## src/rtl/core/etl_pkg.sv

```systemverilog
// shared types, constants and character codes of the expression token lexer
package etl_pkg;

  localparam int unsigned MaxLenDefault = 4096;
  localparam int unsigned TokStartW     = 12;
  localparam int unsigned TokLenW       = 13;
  localparam int unsigned FifoDepth     = 4;

  localparam logic [7:0] CharPlus       = 8'h2B;
  localparam logic [7:0] CharMinus      = 8'h2D;
  localparam logic [7:0] CharStar       = 8'h2A;
  localparam logic [7:0] CharSlash      = 8'h2F;
  localparam logic [7:0] CharPercent    = 8'h25;
  localparam logic [7:0] CharLParen     = 8'h28;
  localparam logic [7:0] CharRParen     = 8'h29;
  localparam logic [7:0] CharNul        = 8'h00;
  localparam logic [7:0] CharUnderscore = 8'h5F;
  localparam logic [7:0] CharSpace      = 8'h20;
  localparam logic [7:0] CharTab        = 8'h09;
  localparam logic [7:0] CharCr         = 8'h0D;
  localparam logic [7:0] Char0          = 8'h30;
  localparam logic [7:0] Char9          = 8'h39;
  localparam logic [7:0] CharLowA       = 8'h61;
  localparam logic [7:0] CharLowZ       = 8'h7A;
  localparam logic [7:0] CharUpA        = 8'h41;
  localparam logic [7:0] CharUpZ        = 8'h5A;

  typedef enum logic [3:0] {
    TOK_VAR   = 4'd0,
    TOK_LIT   = 4'd1,
    TOK_ADD   = 4'd2,
    TOK_SUB   = 4'd3,
    TOK_MUL   = 4'd4,
    TOK_DIV   = 4'd5,
    TOK_MOD   = 4'd6,
    TOK_INC   = 4'd7,
    TOK_DEC   = 4'd8,
    TOK_OPEN  = 4'd9,
    TOK_CLOSE = 4'd10,
    TOK_BAD   = 4'd11,
    TOK_EOF   = 4'd12
  } tok_type_e;

  typedef struct packed {
    logic [7:0] char_byte;
    logic       end_of_input;
  } in_item_t;

  typedef struct packed {
    logic [3:0]           token_type;
    logic [TokStartW-1:0] token_start;
    logic [TokLenW-1:0]   token_length;
    logic                 token_last;
  } token_t;

  typedef struct packed {
    logic   a_valid;
    token_t a;
    logic   b_valid;
    token_t b;
  } lex_out_t;

endpackage

```

## src/rtl/core/etl_lexer.sv

```systemverilog
// character classing, token grouping state and token build of the lexer
module etl_lexer import etl_pkg::*; #(
  parameter int unsigned MaxLen = MaxLenDefault
) (
  input  logic     clk_i,
  input  logic     rst_ni,
  input  logic     step_i,
  input  in_item_t item_i,
  output lex_out_t tokens_o
);

  localparam int unsigned PosW = $clog2(MaxLen);
  localparam int unsigned LenW = $clog2(MaxLen + 1);

  typedef enum logic [2:0] {
    MODE_IDLE,
    MODE_IDENT,
    MODE_LIT,
    MODE_ILLEGAL,
    MODE_OP,
    MODE_NUL
  } mode_e;

  mode_e            mode_q, mode_d, mode_open;
  tok_type_e        type_q, type_d;
  logic [PosW-1:0]  start_q, start_d;
  logic [LenW-1:0]  len_q, len_d;
  logic [PosW-1:0]  pos_q, pos_d;

  tok_type_e cls;
  logic      spc, paren, grows, ext, open_new, b_paren, b_flush;
  lex_out_t  tok;

  function automatic tok_type_e classify(input logic [7:0] ch);
    tok_type_e res;
    if (ch >= Char0 && ch <= Char9) begin
      res = TOK_LIT;
    end else if ((ch >= CharLowA && ch <= CharLowZ) || (ch >= CharUpA && ch <= CharUpZ) ||
                 ch == CharUnderscore) begin
      res = TOK_VAR;
    end else begin
      case (ch)
        CharPlus:    res = TOK_ADD;
        CharMinus:   res = TOK_SUB;
        CharStar:    res = TOK_MUL;
        CharSlash:   res = TOK_DIV;
        CharPercent: res = TOK_MOD;
        CharLParen:  res = TOK_OPEN;
        CharRParen:  res = TOK_CLOSE;
        CharNul:     res = TOK_EOF;
        default:     res = TOK_BAD;
      endcase
    end
    return res;
  endfunction

  function automatic logic is_space(input logic [7:0] ch);
    return ch == CharSpace || (ch >= CharTab && ch <= CharCr);
  endfunction

  function automatic mode_e mode_for(input tok_type_e c);
    mode_e m;
    case (c)
      TOK_VAR: m = MODE_IDENT;
      TOK_LIT: m = MODE_LIT;
      TOK_BAD: m = MODE_ILLEGAL;
      TOK_EOF: m = MODE_NUL;
      default: m = MODE_OP;
    endcase
    return m;
  endfunction

  function automatic tok_type_e final_type(input mode_e m, input tok_type_e t,
                                           input logic [LenW-1:0] len);
    tok_type_e res;
    res = t;
    if (m == MODE_OP) begin
      if (t == TOK_ADD || t == TOK_SUB) begin
        if (len == LenW'(1)) begin
          res = t;
        end else if (len == LenW'(2)) begin
          res = (t == TOK_ADD) ? TOK_INC : TOK_DEC;
        end else begin
          res = TOK_BAD;
        end
      end else begin
        res = (len == LenW'(1)) ? t : TOK_BAD;
      end
    end
    return res;
  endfunction

  function automatic logic [TokStartW-1:0] to_start(input logic [PosW-1:0] p);
    return TokStartW'(32'(p));
  endfunction

  function automatic logic [TokLenW-1:0] to_len(input logic [LenW-1:0] l);
    return TokLenW'(32'(l));
  endfunction

  always_comb begin
    cls   = classify(item_i.char_byte);
    spc   = is_space(item_i.char_byte);
    paren = (cls == TOK_OPEN) || (cls == TOK_CLOSE);

    case (mode_q)
      MODE_IDENT:   grows = !spc && (cls == TOK_VAR || cls == TOK_LIT);
      MODE_LIT:     grows = !spc && (cls == TOK_LIT);
      MODE_ILLEGAL: grows = !spc;
      MODE_OP:      grows = !spc && (cls == type_q);
      MODE_NUL:     grows = !spc && (cls == TOK_EOF);
      default:      grows = 1'b0;
    endcase
    ext = (mode_q != MODE_IDLE) && grows;

    tok = '0;
    tok.a_valid            = (mode_q != MODE_IDLE) && !ext;
    tok.a.token_type       = final_type(mode_q, type_q, len_q);
    tok.a.token_start      = to_start(start_q);
    tok.a.token_length     = to_len(len_q);

    mode_open = tok.a_valid ? MODE_IDLE : mode_q;
    type_d    = type_q;
    start_d   = start_q;
    len_d     = len_q;
    open_new  = !ext && !spc && !paren;
    b_paren   = !ext && !spc && paren;

    if (ext) begin
      if (len_q < LenW'(MaxLen)) begin
        len_d = len_q + LenW'(1);
      end
    end else if (open_new) begin
      mode_open = mode_for(cls);
      type_d    = cls;
      start_d   = pos_q;
      len_d     = LenW'(1);
    end

    // final character flushes whatever is still open
    b_flush = item_i.end_of_input && (mode_open != MODE_IDLE);
    mode_d  = item_i.end_of_input ? MODE_IDLE : mode_open;

    tok.b_valid = b_paren || b_flush;
    if (b_paren) begin
      tok.b.token_type   = cls;
      tok.b.token_start  = to_start(pos_q);
      tok.b.token_length = TokLenW'(1);
    end else begin
      tok.b.token_type   = final_type(mode_open, type_d, len_d);
      tok.b.token_start  = to_start(start_d);
      tok.b.token_length = to_len(len_d);
    end

    if (item_i.end_of_input) begin
      if (tok.b_valid) begin
        tok.b.token_last = 1'b1;
      end else begin
        tok.a.token_last = tok.a_valid;
      end
    end

    if (item_i.end_of_input) begin
      pos_d = '0;
    end else if (pos_q < PosW'(MaxLen - 1)) begin
      pos_d = pos_q + PosW'(1);
    end else begin
      pos_d = pos_q;
    end
  end

  assign tokens_o = tok;

  always_ff @(posedge clk_i or negedge rst_ni) begin
    if (!rst_ni) begin
      mode_q  <= MODE_IDLE;
      type_q  <= TOK_VAR;
      start_q <= '0;
      len_q   <= '0;
      pos_q   <= '0;
    end else if (step_i) begin
      mode_q  <= mode_d;
      type_q  <= type_d;
      start_q <= start_d;
      len_q   <= len_d;
      pos_q   <= pos_d;
    end
  end

endmodule

```

## src/rtl/core/etl_token_fifo.sv

```systemverilog
// token queue taking up to two tokens per cycle and giving one per cycle while the reader is ready
module etl_token_fifo import etl_pkg::*; (
  input  logic     clk_i,
  input  logic     rst_ni,
  input  logic     push_i,
  input  lex_out_t tokens_i,
  output logic     space2_o,
  output logic     out_valid_o,
  input  logic     out_ready_i,
  output token_t   out_data_o
);

  localparam int unsigned PtrW = $clog2(FifoDepth);
  localparam int unsigned CntW = $clog2(FifoDepth + 1);

  token_t          mem_q [FifoDepth];
  logic [PtrW-1:0] wr_q, wr_d, rd_q, rd_d, wr_b;
  logic [CntW-1:0] cnt_q, cnt_d;
  logic            push_a, push_b, pop;

  assign push_a      = push_i && tokens_i.a_valid;
  assign push_b      = push_i && tokens_i.b_valid;
  assign pop         = out_valid_o && out_ready_i;
  assign wr_b        = wr_q + PtrW'(push_a);
  assign out_valid_o = cnt_q != '0;
  assign out_data_o  = mem_q[rd_q];
  assign space2_o    = cnt_q <= CntW'(FifoDepth - 2);

  always_comb begin
    wr_d  = wr_q + PtrW'(push_a) + PtrW'(push_b);
    rd_d  = rd_q + PtrW'(pop);
    cnt_d = cnt_q + CntW'(push_a) + CntW'(push_b) - CntW'(pop);
  end

  always_ff @(posedge clk_i) begin
    for (int i = 0; i < FifoDepth; i++) begin
      if (push_a && wr_q == PtrW'(i)) begin
        mem_q[i] <= tokens_i.a;
      end else if (push_b && wr_b == PtrW'(i)) begin
        mem_q[i] <= tokens_i.b;
      end
    end
  end

  always_ff @(posedge clk_i or negedge rst_ni) begin
    if (!rst_ni) begin
      wr_q  <= '0;
      rd_q  <= '0;
      cnt_q <= '0;
    end else begin
      wr_q  <= wr_d;
      rd_q  <= rd_d;
      cnt_q <= cnt_d;
    end
  end

endmodule

```

## src/rtl/core/expression_token_lexer_top.sv

```systemverilog
// Expression token lexer: one character item per cycle enters an input register, is classed and
// grouped in a single pass, and the 0, 1 or 2 tokens it closes go into a four-entry token queue
// that hands out one token item per cycle while the output is ready. An item is taken every
// cycle while the queue holds two entries or fewer, so the input rate is one character per
// cycle and the token rate is set by the output port at one token per cycle. The character that
// closes a token waits in the input register while the queue holds more than two entries.
// Positions saturate at MAX_LEN-1 and lengths at MAX_LEN.
module expression_token_lexer_top import etl_pkg::*; #(
  parameter int unsigned MAX_LEN = MaxLenDefault
) (
  input  logic     clk_i,
  input  logic     rst_ni,
  input  logic     in_valid_i,
  output logic     in_ready_o,
  input  in_item_t in_data_i,
  output logic     out_valid_o,
  input  logic     out_ready_i,
  output token_t   out_data_o
);

  logic     in_valid_q, in_valid_d;
  in_item_t in_q;
  logic     space2, advance, accept;
  lex_out_t tokens;

  assign advance    = in_valid_q && space2;
  assign in_ready_o = !in_valid_q || advance;
  assign accept     = in_valid_i && in_ready_o;

  always_comb begin
    in_valid_d = in_valid_q;
    if (accept) begin
      in_valid_d = 1'b1;
    end else if (advance) begin
      in_valid_d = 1'b0;
    end
  end

  always_ff @(posedge clk_i or negedge rst_ni) begin
    if (!rst_ni) begin
      in_valid_q <= 1'b0;
    end else begin
      in_valid_q <= in_valid_d;
    end
  end

  always_ff @(posedge clk_i) begin
    if (accept) begin
      in_q <= in_data_i;
    end
  end

  etl_lexer #(
    .MaxLen(MAX_LEN)
  ) u_lexer (
    .clk_i   (clk_i),
    .rst_ni  (rst_ni),
    .step_i  (advance),
    .item_i  (in_q),
    .tokens_o(tokens)
  );

  etl_token_fifo u_fifo (
    .clk_i      (clk_i),
    .rst_ni     (rst_ni),
    .push_i     (advance),
    .tokens_i   (tokens),
    .space2_o   (space2),
    .out_valid_o(out_valid_o),
    .out_ready_i(out_ready_i),
    .out_data_o (out_data_o)
  );

endmodule

```

## config.mk

```make
export PLATFORM = sky130hd
export DESIGN_NAME = expression_token_lexer_top
export DESIGN_NICKNAME = d
export VERILOG_FILES = /design/src/rtl/core/etl_pkg.sv /design/src/rtl/core/etl_lexer.sv /design/src/rtl/core/etl_token_fifo.sv /design/src/rtl/core/expression_token_lexer_top.sv
export SDC_FILE = /design/constraint.sdc
export NUM_CORES = 1
export LEC_CHECK = 0
export ABC_AREA = 1
export BUFFER_PORTS_ARGS = -buffer_cell sky130_fd_sc_hd__buf_2
export CAP_MARGIN = 20
export CORE_ASPECT_RATIO = 0.8
export CORE_UTILIZATION = 49
export DETAILED_ROUTE_END_ITERATION = 16
export PLACE_DENSITY_LB_ADDON = 0.2
export RECOVER_POWER = 100
export SLEW_MARGIN = 5
export SYNTH_ARGS = -nofsm -noshare
export SYNTH_HDL_FRONTEND = slang
export SYNTH_SLANG_ARGS = --single-unit
```

## constraint.sdc

```tcl
create_clock -name clk_i -period 4.15 [get_ports clk_i]
set_input_delay 0.2075 -clock clk_i [delete_from_list [all_inputs] [get_ports clk_i]]
set_output_delay 0.2075 -clock clk_i [all_outputs]
set_load 0.01 [all_outputs]
```

==> flow_metrics.tcl <==
set metrics [dict create \
    required_ns 3.94 \
    max-vdd-ir-drop_mv 0.5357 \
    clock.fmax_mhz 259.4 \
    dr.pass1.iters 5 \
    leakage_nw 4.392 \
    min_period_over_period_pct 92.91 \
    synth.top_cell.area_share_pct 39.01 \
    timing.rr.end "u_fifo.cnt_q[2]" \
    cp_slowest_stage_delay_ns 1.95 \
    cts-root-buf "clkbuf_16" \
    dp_slack_ns 0.3674 \
    hp-class "in2reg" \
    ys_top_cells_by_area "edfxtp_1, dfrtp_1, nand2_1, o21ai_0, o21ai_1" \
    hold_depth 3 \
    cts.clk_slew.worst_paths_ns 0.07 \
    finalHoldViolations 0 \
    yosysUniqueCellTypes 39 \
    port_buffers 44 \
    drt_iter0_markers 852 \
    post-route-min-period_ns 3.856 \
    route.detailed.drc 0 \
    io_pins 45 \
    gp_congestion 0.9368 \
    drv_cap 1 \
    critPathLaunchType "register" \
    worstPathCellList "clkbuf_1 -> o21ai_0 -> o22ai_1 -> clkbuf_1" \
    grt_setup_unrepaired "no" \
    worstPathMaxFanout 61 \
    synth_top_family_by_area "simple AND/OR/NAND/NOR gates" \
    grt_use_total_pct 27.15 \
    antenna_found_initial 0 \
    crit_arrival_ns 3.65 \
    switchingPower_mw 3.074 \
    antenna_cells 0 \
    synth-compound-area-share_pct 16.40 \
    area_growth_pct 12.70 \
    cts_tree "done" \
    p_per_area_nw_per_um2 636.2 \
    rrSetupSlack_ns 0.44 \
    worst-setup-path-type "reg2out" \
    die_w_um 161.2 \
    cts_sinks 181 \
    dp_hpwl_um 17190 \
    relSlewSlack_pct -83.35 \
    syn_nets 1222 \
    finalSetupViolCount 0 \
    ys_seq_elements 181 \
    die-area_um2 20840 \
    whs_endpoint "u_fifo.rd_q[0]" \
    layout-drive-gt1-share_pct 8.307 \
    rows 46 \
    coreArea_um2 19860 \
    r2r-start "in_q[2]" \
    netlist_instances 1198 \
    start_util_pct 50.01 \
    avgSynthCellArea_um2 8.289 \
    violations "max-capacitance violations, max-slew violations" \
    synthMuxAreaShare_pct 0.2016 \
    clk_latency_ns 0.45 \
    switching_share_pct 43.17 \
    maxSlewViolCount 62 \
    ant_nets 0 \
    p_clk_share_pct 22.6 \
    clk_path_buf_depth 2 \
    yosysWarnings 0 \
    yosysTopAreaCell "edfxtp_1" \
    vias 8495 \
    synth_area_um2 9931 \
    grt_pass1_wl_um 42390 \
    multi_input_area_um2 4101 \
    p_seq_share_pct 35.2 \
    share_comb_of_total_power_pct 42.3 \
    cp_common_cell "clkbuf_1" \
    worstMarginPinSlew_ns 2.750 \
    via_per_inst 5.560 \
    grt_max_degree 62 \
    timing.final.ws_setup_ns 0.2944 \
    regArea_um2 5176 \
    finClkSkew_ns 0.009521 \
    tns_ns 0 \
    synthSimpleGateAreaFrac_pct 21.85 \
    power.internal_mw 4.047 \
    synth-seq-area-share_pct 52.11 \
    avgRoutedWirePerCell_um 17.53 \
    fillers 1830 \
    status "finished with violations" \
    synth_xor_area_share_pct 1.235 \
    cpMaxStageDelayCell "clkbuf_1" \
    gr-total-overflow 0 \
    crit_path_end_kind "primary output" \
    hold_start "out_ready_i" \
    grt_pass1_vias 7656 \
    cts-htree-levels 4 \
    routed_wl_um 26790 \
    r2r_cells 21 \
    die_h_um 129.3 \
    final_net_count 1275 \
    cts_buffers 17 \
    synthAdderAreaFrac_pct 1.537 \
]
-- power by group through the flow --
stage	sequential (mW)	clock [mW]	combinational [mW]
global placement	2.53	0	2.96
detailed placement	2.53	0	2.99
finish	2.50	1.61	3.01
floorplan	2.50	0	1.97
CTS	2.50	1.63	3.01
global route	2.53	1.70	3.36
-- worst max path at each step --
stage              startpoint  cells past startpoint            endpoint
6_report       u_fifo.rd_q[0]                      4      out_data_o[22]
4_1_cts               in_q[4]                     23  u_fifo.mem_q[3][2]
3_5_place_dp          in_q[4]                     23  u_fifo.mem_q[3][2]
3_3_place_gp          in_q[4]                     23  u_fifo.mem_q[1][2]
2_1_floorplan         in_q[4]                     20  u_fifo.mem_q[2][0]
5_1_grt        u_fifo.rd_q[0]                      4      out_data_o[28]
-- logic make-up (layout without fill, tap and decap cells) --
kind of cell,count (synthesis),in the layout
flops,181,181
fa+ha+maj,11,11
xor+xnor,14,14
buf+inv,161,227
compound gates,304,304
simple gates,525,525
mux,2,2
-- routing by layer --
layer	track usage, %	vias up	wire length [um]
li1	-	4169	-
met1	39.85	3918	12300
met2	39.53	366	11330
met3	5.506	42	2594
met4	10.54	0	562
met5	0	-	0
-- Yosys cell counts, drive strengths merged --
| cell | number |
|---|---|
| nand3b | 1 |
| clkbuf | 27 |
| buf | 27 |
| a211oi | 4 |
| ha | 9 |
| fa | 2 |
| nor4b | 1 |
| a21o | 2 |
| o22ai | 34 |
| nand3 | 32 |
| and2 | 1 |
| mux2i | 2 |
| xor2 | 12 |
| a21oi | 21 |
| xnor2 | 2 |
| o21ai | 230 |
| inv | 102 |
| dfrtp | 52 |
| nand4 | 11 |
| nor3b | 2 |
| nand2 | 325 |
| o211ai | 10 |
| edfxtp | 129 |
| nor3 | 26 |
| nor2 | 122 |
| clkinv | 5 |
| a31oi | 3 |
| nor4 | 4 |
-- metrics by stage --
stage	instances	utilization (%)	instance area (um2)	power, mW	hold WS [ns]
finish	1528	56.36	11190	7.120	0.2069
global route	1528	56.36	11190	7.592	0.2139
CTS	1521	56.27	11170	7.143	0.2073
detailed placement	1478	52.78	10480	5.528	0.3856
global placement	1478	52.78	10480	5.494	0.3841
floorplan	1198	-	9931	4.469	-0.08809
-- registers in the layout, indices dropped and copies added, names as in the netlist --
name	flops
u_fifo.rd_q	2
u_fifo.wr_q	2
u_lexer.len_q	13
u_fifo.mem_q	120
u_lexer.pos_q	12
u_lexer.mode_q	3
u_lexer.type_q	4
u_fifo.cnt_q	3
u_lexer.start_q	12
in_valid_q	1
in_q	9
-- repair_timing --
| action | 4_1_cts | 5_1_grt |
|---|---|---|
| setup buffers | 0 | 5 |
| gates resized for setup | 0 | 7 |
| endpoints found under the setup margin | 0 | 83 |
| hold endpoints to repair | 62 | 0 |
| hold buffers | 11 | 0 |
-- worst max-delay path, delay by kind of cell, from the launching register on --
kind                   cells  cell delay, ns
DFF                        1            0.36
AOI/OAI and AO/OA          2            0.70
buffers and inverters      2            2.14
-- layout make-up --
class                           count  area share [%]
Sequential cell                   181           46.25
Clock buffer                       17           3.801
Inverter                          107           3.600
Multi-Input combinational cell    856           36.65
Clock inverter                     15           1.409
Tap cell                          264           2.951
Timing Repair Buffer               88           5.344
-- cells in the final DEF, fill, tap and decap left out, drive strengths merged --
cell type    Yosys  layout
nand2          325     325
nor2           122     122
fa               2       2
mux2i            2       2
nor3            26      26
nor4             4       4
ha               9       9
clkinvlp         0       1
inv            102     110
xnor2            2       2
clkinv           5      11
dfrtp           52      52
a21oi           21      21
and2             1       1
dlygate4sd3      0      11
o21ai          230     230
nand4           11      11
a21o             2       2
nand3b           1       1
nor3b            2       2
nand3           32      32
nor4b            1       1
o22ai           34      34
clkbuf          27      56
edfxtp         129     129
a211oi           4       4
xor2            12      12
o211ai          10      10
buf             27      38
a31oi            3       3
Power figures use the tool's default switching activity.
